File: config.mk
export PLATFORM = sky130hd
export DESIGN_NAME = bounded_multiset_draw
export DESIGN_NICKNAME = d
export VERILOG_FILES = /design/src/design/bmd_pkg.sv /design/src/design/bmd_cell.sv /design/src/design/bmd_div.sv /design/src/design/bounded_multiset_draw.sv
export SDC_FILE = /design/constraint.sdc
export NUM_CORES = 2
export LEC_CHECK = 0
export ABC_AREA = 1
export BUFFER_PORTS_ARGS = -buffer_cell sky130_fd_sc_hd__buf_2
export CAP_MARGIN = 20
export CORE_AREA = 5 5 347 349
export CTS_BUF_LIST = sky130_fd_sc_hd__clkbuf_2
export CTS_CLUSTER_DIAMETER = 120
export DETAILED_ROUTE_END_ITERATION = 6
export DIE_AREA = 0 0 352 354
export GPL_ROUTABILITY_DRIVEN = 0
export PLACE_DENSITY_LB_ADDON = 0.12
export SLEW_MARGIN = 20
export SYNTH_ARGS = -nofsm -noshare
export SYNTH_HDL_FRONTEND = slang
export SYNTH_SLANG_ARGS = --single-unit
File: constraint.sdc
create_clock -name clk -period 3 [get_ports clk]
set_input_delay 0.15 -clock clk [delete_from_list [all_inputs] [get_ports clk]]
set_output_delay 0.15 -clock clk [all_outputs]
set_load 0.005 [all_outputs]
File: src/design/bmd_pkg.sv
package bmd_pkg;

  localparam int RND_W  = 31;
  localparam int STEP_W = 5;
  localparam int ELEM_W = 7;
  localparam int CNT_W  = 8;
  localparam int CFG_W  = 8;
  localparam int ELEM_CFG_W = 7;

  localparam logic [ELEM_W-1:0] NO_ELEMENT = 7'h7F;

  localparam logic REG_TRIAL_LIMIT   = 1'b0;
  localparam logic REG_ELEMENT_COUNT = 1'b1;

  typedef struct packed {
    logic init;
    logic draw;
    logic shift;
  } cell_ctrl_t;

endpackage

File: src/design/bmd_cell.sv
module bmd_cell #(
  parameter int IDX = 0,
  parameter int EW  = 6,
  parameter int CW  = 7
) (
  input  logic                    clk,
  input  bmd_pkg::cell_ctrl_t     ctrl,
  input  logic [CW-1:0]           pos,
  input  logic [bmd_pkg::CNT_W-1:0] limit,
  input  logic [EW-1:0]           next_element,
  input  logic [bmd_pkg::CNT_W-1:0] next_count,
  output logic [EW-1:0]           element,
  output logic [bmd_pkg::CNT_W-1:0] count,
  output logic [EW-1:0]           sel_element,
  output logic                    remove_hit
);

  localparam logic [CW-1:0] MY_POS  = CW'(IDX);
  localparam logic [EW-1:0] MY_ELEM = EW'(IDX);

  logic                      sel;
  logic                      at_or_after;
  logic [bmd_pkg::CNT_W-1:0] count_inc;

  assign sel         = (pos == MY_POS);
  assign at_or_after = (MY_POS >= pos);
  assign count_inc   = count + 1'b1;
  assign remove_hit  = sel && (count_inc == limit);
  assign sel_element = sel ? element : '0;

  always_ff @(posedge clk) begin
    if (ctrl.init) begin
      element <= MY_ELEM;
      count   <= '0;
    end else if (ctrl.draw) begin
      if (ctrl.shift && at_or_after) begin
        element <= next_element;
        count   <= next_count;
      end else if (sel) begin
        count <= count_inc;
      end
    end
  end

endmodule

File: src/design/bmd_div.sv
module bmd_div #(
  parameter int CW = 7
) (
  input  logic                      clk,
  input  logic                      rst,
  input  logic                      start,
  input  logic [bmd_pkg::RND_W-1:0] dividend,
  input  logic [CW-1:0]             divisor,
  output logic                      done,
  output logic [CW-1:0]             remainder
);

  logic                       running;
  logic [bmd_pkg::STEP_W-1:0] step;
  logic [bmd_pkg::RND_W-1:0]  quot;
  logic [CW:0]                trial;
  logic                       fits;

  assign trial = {remainder, quot[bmd_pkg::RND_W-1]};
  assign fits  = (trial >= {1'b0, divisor});

  always_ff @(posedge clk) begin
    if (rst) begin
      running <= 1'b0;
      done    <= 1'b0;
      step    <= '0;
    end else begin
      done <= 1'b0;
      if (start && !running) begin
        running <= 1'b1;
        step    <= '0;
      end else if (running) begin
        step <= step + 1'b1;
        if (step == bmd_pkg::STEP_W'(bmd_pkg::RND_W - 1)) begin
          running <= 1'b0;
          done    <= 1'b1;
        end
      end
    end
  end

  always_ff @(posedge clk) begin
    if (start && !running) begin
      quot      <= dividend;
      remainder <= '0;
    end else if (running) begin
      quot <= {quot[bmd_pkg::RND_W-2:0], 1'b0};
      if (fits) begin
        remainder <= CW'(trial - {1'b0, divisor});
      end else begin
        remainder <= trial[CW-1:0];
      end
    end
  end

endmodule

File: src/design/bounded_multiset_draw.sv
// channel  direction  tdata                          tuser
// s_axis   in         [30:0] random_value, [31] zero  restart
// m_axis   out        [6:0] drawn_element, [7] zero   bucket_empty
// cfg      in         cfg_index 0 trial_limit, 1 element_count; cfg_data [7:0]
// A draw passes a decode state, the one-bit-per-cycle remainder unit, a state that takes
// its done flag and the cell row update, which registers the result when the output is free.
// A restart or a draw on an empty bucket gives its result from the decode state, once the
// output is free.
// rst is synchronous: bucket empty, trial_limit 1, element_count 64.
// One transaction is in flight at a time; a result held by m_tready stalls
// completion, and s_tready returns once the result is registered.
module bounded_multiset_draw #(
  parameter int MAX_ELEMENTS = 64
) (
  input  logic        clk,
  input  logic        rst,
  input  logic        s_tvalid,
  output logic        s_tready,
  input  logic [31:0] s_tdata,   // [30:0] random_value
  input  logic        s_tuser,   // [0] restart
  output logic        m_tvalid,
  input  logic        m_tready,
  output logic [7:0]  m_tdata,   // [6:0] drawn_element
  output logic        m_tuser,   // [0] bucket_empty
  input  logic        cfg_we,
  input  logic        cfg_index,
  input  logic [7:0]  cfg_data
);

  localparam int CAP = (MAX_ELEMENTS > 127) ? 127 : MAX_ELEMENTS;
  localparam int CW  = $clog2(CAP + 1);
  localparam int EW  = $clog2(CAP);

  typedef enum logic [3:0] {
    ST_IDLE = 4'b0001,
    ST_EXEC = 4'b0010,
    ST_DIV  = 4'b0100,
    ST_UPD  = 4'b1000
  } state_t;

  state_t state;

  logic                              in_restart;
  logic [bmd_pkg::RND_W-1:0]         in_rnd;
  logic [CW-1:0]                     live;
  logic [bmd_pkg::CNT_W-1:0]         trial_limit;
  logic [bmd_pkg::ELEM_CFG_W-1:0]    element_count;
  logic [CW-1:0]                     fill_count;
  logic                              out_free;
  logic                              out_set;
  logic                              div_start;
  logic                              div_done;
  logic [CW-1:0]                     pos;
  bmd_pkg::cell_ctrl_t               ctrl;
  logic                              remove_any;
  logic [EW-1:0]                     drawn;

  logic [EW-1:0]                     cell_element [CAP+1];
  logic [bmd_pkg::CNT_W-1:0]         cell_count   [CAP+1];
  logic [EW-1:0]                     cell_sel     [CAP];
  logic [CAP-1:0]                    cell_remove;

  assign s_tready = (state == ST_IDLE);
  assign out_free = !m_tvalid || m_tready;
  assign out_set  = out_free &&
                    (((state == ST_EXEC) && (in_restart || (live == '0))) ||
                     (state == ST_UPD));
  assign fill_count = (element_count > bmd_pkg::ELEM_CFG_W'(CAP)) ?
                      CW'(CAP) : CW'(element_count);
  assign div_start  = (state == ST_EXEC) && !in_restart && (live != '0);

  assign ctrl.init  = (state == ST_EXEC) && in_restart && out_free;
  assign ctrl.draw  = (state == ST_UPD) && out_free;
  assign ctrl.shift = ctrl.draw && remove_any;

  assign remove_any = |cell_remove;

  always_comb begin
    drawn = '0;
    for (int i = 0; i < CAP; i++) begin
      drawn = drawn | cell_sel[i];
    end
  end

  assign cell_element[CAP] = '0;
  assign cell_count[CAP]   = '0;

  for (genvar i = 0; i < CAP; i++) begin : g_cell
    bmd_cell #(
      .IDX(i),
      .EW (EW),
      .CW (CW)
    ) u_cell (
      .clk         (clk),
      .ctrl        (ctrl),
      .pos         (pos),
      .limit       (trial_limit),
      .next_element(cell_element[i+1]),
      .next_count  (cell_count[i+1]),
      .element     (cell_element[i]),
      .count       (cell_count[i]),
      .sel_element (cell_sel[i]),
      .remove_hit  (cell_remove[i])
    );
  end

  bmd_div #(
    .CW(CW)
  ) u_div (
    .clk      (clk),
    .rst      (rst),
    .start    (div_start),
    .dividend (in_rnd),
    .divisor  (live),
    .done     (div_done),
    .remainder(pos)
  );

  always_ff @(posedge clk) begin
    if (rst) begin
      trial_limit   <= bmd_pkg::CNT_W'(1);
      element_count <= bmd_pkg::ELEM_CFG_W'(64);
    end else if (cfg_we) begin
      case (cfg_index)
        bmd_pkg::REG_TRIAL_LIMIT:   trial_limit   <= cfg_data;
        bmd_pkg::REG_ELEMENT_COUNT: element_count <= cfg_data[bmd_pkg::ELEM_CFG_W-1:0];
        default: ;
      endcase
    end
  end

  always_ff @(posedge clk) begin
    if (s_tvalid && s_tready) begin
      in_restart <= s_tuser;
      in_rnd     <= s_tdata[bmd_pkg::RND_W-1:0];
    end
  end

  always_ff @(posedge clk) begin
    if (rst) begin
      state <= ST_IDLE;
      live  <= '0;
    end else begin
      case (state)
        ST_IDLE: begin
          if (s_tvalid) begin
            state <= ST_EXEC;
          end
        end
        ST_EXEC: begin
          if (in_restart) begin
            if (out_free) begin
              live  <= fill_count;
              state <= ST_IDLE;
            end
          end else if (live == '0) begin
            if (out_free) begin
              state <= ST_IDLE;
            end
          end else begin
            state <= ST_DIV;
          end
        end
        ST_DIV: begin
          if (div_done) begin
            state <= ST_UPD;
          end
        end
        ST_UPD: begin
          if (out_free) begin
            if (remove_any) begin
              live <= live - 1'b1;
            end
            state <= ST_IDLE;
          end
        end
        default: state <= ST_IDLE;
      endcase
    end
  end

  always_ff @(posedge clk) begin
    if (rst) begin
      m_tvalid <= 1'b0;
    end else if (out_set) begin
      m_tvalid <= 1'b1;
    end else if (m_tready) begin
      m_tvalid <= 1'b0;
    end
  end

  always_ff @(posedge clk) begin
    if (out_set) begin
      if (state == ST_UPD) begin
        m_tdata <= {1'b0, bmd_pkg::ELEM_W'(drawn)};
        m_tuser <= 1'b0;
      end else begin
        m_tdata <= {1'b0, bmd_pkg::NO_ELEMENT};
        m_tuser <= !in_restart;
      end
    end
  end

endmodule

==> summary.md, run 1 <==
| Metric | Value |
|---|---|
| Gr ovfl total | around 1600 |
| Synthesized area per cell | 5.72 sq um |
| Syn_nets | between 10000 and 15000 |
| Die W | roughly 350 um |
| Sink Count | ~980 |
| CTS H-tree lvls | 5 |
| Async SR Flop Fraction | 0 |
| Synth top area share | 0.260 |
| TritonCTS Buffers | around 290 |
| Synth area leader | dfxtp_1 |
| Total track usage | 0.809 |
| Clock root buffer | clkbuf_2 |
| Syn Inst Count | between 10000 and 15000 |
| Detailed-placement wirelength estimate | between 200 and 250 mm |
| Synth warn | 0 |
| Seq/Total Area, Yosys | 0.291 |
| Commonest cells post-synth | 4070 x nand2_1, 1769 x nor2_1, 1404 x nand3_1, 1403 x inv_1, 906 x dfxtp_1 |
| First Err | [ERROR GRT-0232] Routing congestion too high. Check the congestion heatmap in the GUI. |
| Last step reached | global routing |
| Clock tree buffer depth | 4 |
| Io pins | just under 60 |
| Site Rows | 126 |
| Run status | aborted with a tool error |
| Largest net degree at the start of global routing | 116 |
| Most frequent cell after synthesis | nand2_1 |
| #FFs+latches synth | 977 |
| Number of synthesized flops with an enable pin | around 70 |
| Ranking of synthesized cells by area | dfxtp_1 26%, nand2_1 22%, nand3_1 10%, nor2_1 9.5%, inv_1 7.5% |
| Initial Util | 0.596 |
| Mapped Area | approximately 70000 sq um |
| # port buffers | 55 |
| Library cells used by synthesis | 60 |
| Die H | approximately 350 um |
| Main flop type after synthesis | dfxtp_1 |
## kinds of logic after synthesis
logic type	after synthesis	share of synthesized area
fa+ha+maj	75	0.0136
flops	977	0.291
buf+inv	1906	0.106
simple gates	7813	0.468
compound gates	1287	0.104
mux	30	0.00484
other cells	1	0.0000538
xor+xnor	108	0.0136
## timing repair
| action | in CTS |
|---|---|
| pin swaps | 55 |
| endpoints found under the setup margin | 877 |
| setup buffers | 67 |
| endpoints found under the hold margin | 971 |
| hold buffers | 145 |
| gates resized for setup | 485 |
| cloned | 15 |
## layer usage
layer  GRT usage  GRT overflow
met1       0.793           130
met2       0.933           830
met3       0.712            99
met4       0.800           502
met5       0.552            15
## stage by stage
stage,cells,worst slack [ns],instance area (sq um)
2_1_floorplan,12197,0.231,69800
3_3_place_gp,15948,-1.03,91100
3_5_place_dp,15948,-1.13,91100
4_1_cts,16655,-0.477,97500
==> run 2, diff against run 1 <==
- CORE_AREA: 5 5 347 349 -> 5 5 424 426
- CTS_BUF_LIST: sky130_fd_sc_hd__clkbuf_2 -> not set
- CTS_CLUSTER_DIAMETER: 120 -> not set
- DIE_AREA: 0 0 352 354 -> 0 0 429 431
- PLACE_DENSITY_LB_ADDON: 0.12 -> 0.15
- clock period: 3 -> 3.9 ns (I/O delays scaled with it)
==> run 2 against run 1 <==
The flow now finishes, with violations (DRC, setup timing). Area after synthesis stayed put. Synthesized cell count stayed put.
==> summary.md, run 2 <==
| Metric | Value |
|---|---|
| Simple-Gate Fraction of Synth Area | 0.468 (unchanged) |
| CP Launch Type | flip-flop |
| Library cells used by synthesis | 60 (unchanged) |
| # port buffers | 55 (unchanged) |
| Number of synthesized flops with an enable pin | 71 (unchanged) |
| Largest regs | g_cell.u_cell.count (512), g_cell.u_cell.element (353) |
| Ranking of synthesized cells by area | dfxtp_1 26%, nand2_1 22%, nand3_1 10%, nor2_1 9.5%, inv_1 7.5% |
| Main flop type after synthesis | dfxtp_1 |
| Count of final setup violators | 1 |
| CTS tree | yes |
| Hold Crit Depth | 2 |
| XOR/XNOR Fraction of Synth Area | 0.0136 (unchanged) |
| Fin. Hold Viols | 0 |
| Io pins | 58 (unchanged) |
| Clock root buffer | clkbuf_16 |
| Synth warn | 0 (unchanged) |
| Reg2Reg Setup Slack | -0.009 ns |
| Mapped Area | 69800 sq um (unchanged) |
| Leakage power | between 0.04 and 0.05 uW |
| Synth Area in Compound Gates | 0.104 (unchanged) |
| Seq/Total Area, Yosys | 0.291 (unchanged) |
| Routed WL | 301 mm |
| Adder-Cell Fraction of Synth Area | 0.0136 (unchanged) |
| VDD IR-drop max | 0.000465 V |
| RSZ-0062 raised after global routing | true |
| Syn Inst Count | 12197 (unchanged) |
| Most frequent cell after synthesis | nand2_1 |
| CTS clk-pin slew, worst paths | ~0.06 ns |
| Synthesized area per cell | 5.72 sq um (unchanged) |
| Max FFs per register | approximately 510 |
| Layout cells sized above 1 | 0.104 |
| Initial antenna violation count | 8 |
| Mux contribution to synthesized area | 0.00484 (unchanged) |
| Drt via density | ~5.5 |
| DIE AREA | between 150000 and 200000 sq um |
| Min-delay worst type | in2reg |
| Crit path kind | reg2reg |
| Gr ovfl total | 0 |
| 1st-pass router iterations | 7 |
| # Max-Cap Violations | 0 |
| Nets | ~13000 |
| Slew Limit Fails | 0 |
| Clock tree buffer depth | 3 (-1) |
| #FFs+latches synth | 977 (unchanged) |
| Worst Hold Launch | s_tdata[8] |
| Met2 wire len | 132 mm |
| Area added between synthesis and finish | 19.9% |
| Worst EP required | 4.40 ns |
| Maximum clock frequency | 0.256 GHz |
| WL/cell | between 15 and 20 um |
| Die W | 429 um (+22%) |
| Pwr Total | roughly 46000 uW |
| Async SR Flop Fraction | 0 (unchanged) |
| R2r worst-path depth | 16 |
| TritonCTS Buffers | 121 (-59%) |
| Total track usage | 0.310 |
| Die H | 431 um (+22%) |
| Commonest non-fill, non-tap cells in the layout | 4027 x nand2_1, 1725 x nor2_1, 1397 x nand3_1, 1390 x inv_1, 889 x dfxtp_1 |
| Commonest non-fill, non-tap cell in the layout | nand2_1 |
| Via count | 82837 |
| Dpl cells | 14880 (-6.7%) |
| Final worst slack | -0.00896 ns |
| Vias in the first global route | between 70000 and 80000 |
| Worst endpoint data arrival time | around 4.4 ns |
| Period utilisation layout | 1.00 |
| Site Rows | 154 (+22%) |
| Slew headroom | 0.294 |
| Top reg by flops | g_cell.u_cell.count |
| Metal3 WL | ~27 mm |
| Minimum clock period | 3.91 ns |
| Number of routed nets with antenna violations | 0 |
| Initial DRC Count | 8436 |
| Worst-Skew Late Latency | about 0.80 ns |
| Detailed-placement wirelength estimate | 227 mm (-5.5%) |
| Sink Count | 977 (unchanged) |
| Syn_nets | 12319 (unchanged) |
| Synth area leader | dfxtp_1 |
| Pwr Density | roughly 550 nW/um^2 |
| Worst Tran Pin Value | 1.03 ns |
| Run status | finished with violations |
| Worst r2r src | u_div.remainder[2] |
| Largest family of logic cells by synthesized area | simple AND/OR/NAND/NOR gates |
| Routed length on met1 | between 100 and 150 mm |
| Crit Path Max Fanout | 7 |
| Drc violations | 7 |
| Setup crit end kind | flip-flop |
| Clock Skew | about 0.042 ns |
| Cell Count, Final, Fillers Out | 15199 |
| First-pass GRT wire length | 452 mm |
| Largest net degree at the start of global routing | about 110 |
| Min-Delay Endpoint | in_rnd[8] |
| Commonest cells post-synth | 4070 x nand2_1, 1769 x nor2_1, 1404 x nand3_1, 1403 x inv_1, 906 x dfxtp_1 |
| Area of the core | approximately 180000 sq um |
| FF-to-FF End | m_tdata[1] |
| Synth top area share | 0.260 (unchanged) |
| Max Used Layer | met5 |
| CTS H-tree lvls | 3 (-2) |
| Initial Util | 0.398 (-0.198) |
| Failing checks | DRC, setup timing |
[run 2: cell counts after synthesis]
No cell type changed its count.
[run 2: repair_timing]
item                                    CTS  global route
pin swaps                                 0            15
endpoints found under the setup margin  405           765
buffers inserted                          1            18
resized for setup                        33           143
hold endpoints to repair                 55             0
gates cloned                              0             2
hold buffers                             62             0
[run 2: cell families after synthesis]
kind of cell	Yosys count
compound gates	1287
simple gates	7813
mux	30
buf+inv	1906
fa+ha+maj	75
xor+xnor	108
other cells	1
flops	977
[run 2: layer usage]
metal | up-vias | track usage
li1 | 40314 | -
met1 | 38081 | 0.405
met2 | 3636 | 0.496
met3 | 804 | 0.0515
met4 | 2 | 0.155
met5 | - | 0
[run 2: power by group]
part	internal, uW	switching, uW	total [uW]
clock	7150	5210	12400
combinational	6010	11100	17100
sequential	13000	3300	16300
[run 2: area by class of cell]
cell class / count / area, sq um
tap: 2340 / 2930
timing repair buffer: 881 / 8000
multi-input combinational: 9314 / 42600
sequential: 977 / 20300
clock buffer: 151 / 3330
antenna: 6 / 15.0
inverter: 1451 / 5500
fill: 18411 / 91700
clock inverter: 79 / 966
[run 2: stage by stage]
stage               setup TNS [ns]  cell area (sq um)  hold WS (ns)  setup WS, ns  utilization
CTS                       -0.00168              82900        0.0608      -0.00142        0.473
finish                    -0.00896              83600         0.113      -0.00896        0.477
global placement            -18.41              77900         0.372        -0.209        0.444
floorplan                        0              69800         0.264          1.13            -
global route               -0.0709              83600        0.0849       -0.0232        0.477
detailed placement          -19.83              77900         0.373        -0.213        0.444
[run 2: critical path, cell delays in order, from the launching register on]
cell	delay, ns
dfxtp_2	0.42
inv_2	0.09
buf_4	0.15
nand2_1	0.13
nor2_4	0.08
buf_6	0.15
buf_12	0.12
nand2_1	0.18
buf_4	0.17
inv_1	0.08
nand2_1	0.07
o21ai_0	0.08
a2111oi_0	0.83
nand3_1	0.36
nor4_1	0.42
buf_4	0.19
nand4_1	0.07
[run 2: worst max-delay path by stage]
stage	from	cells past startpoint	to	slack [ns]
after global placement	u_div.remainder[1]	23	g_cell[23].u_cell.element[5]	-0.21
final	u_div.remainder[2]	16	m_tdata[1]	-0.009
after global routing	u_div.remainder[6]	28	g_cell[44].u_cell.count[0]	-0.02
after floorplan	g_cell[44].u_cell.count[0]	25	g_cell[14].u_cell.count[6]	1.13
after CTS	u_div.remainder[1]	25	g_cell[10].u_cell.count[7]	-0.001
after detailed placement	u_div.remainder[1]	23	g_cell[23].u_cell.element[5]	-0.21
No activity file was read; power rests on OpenSTA's default activity.
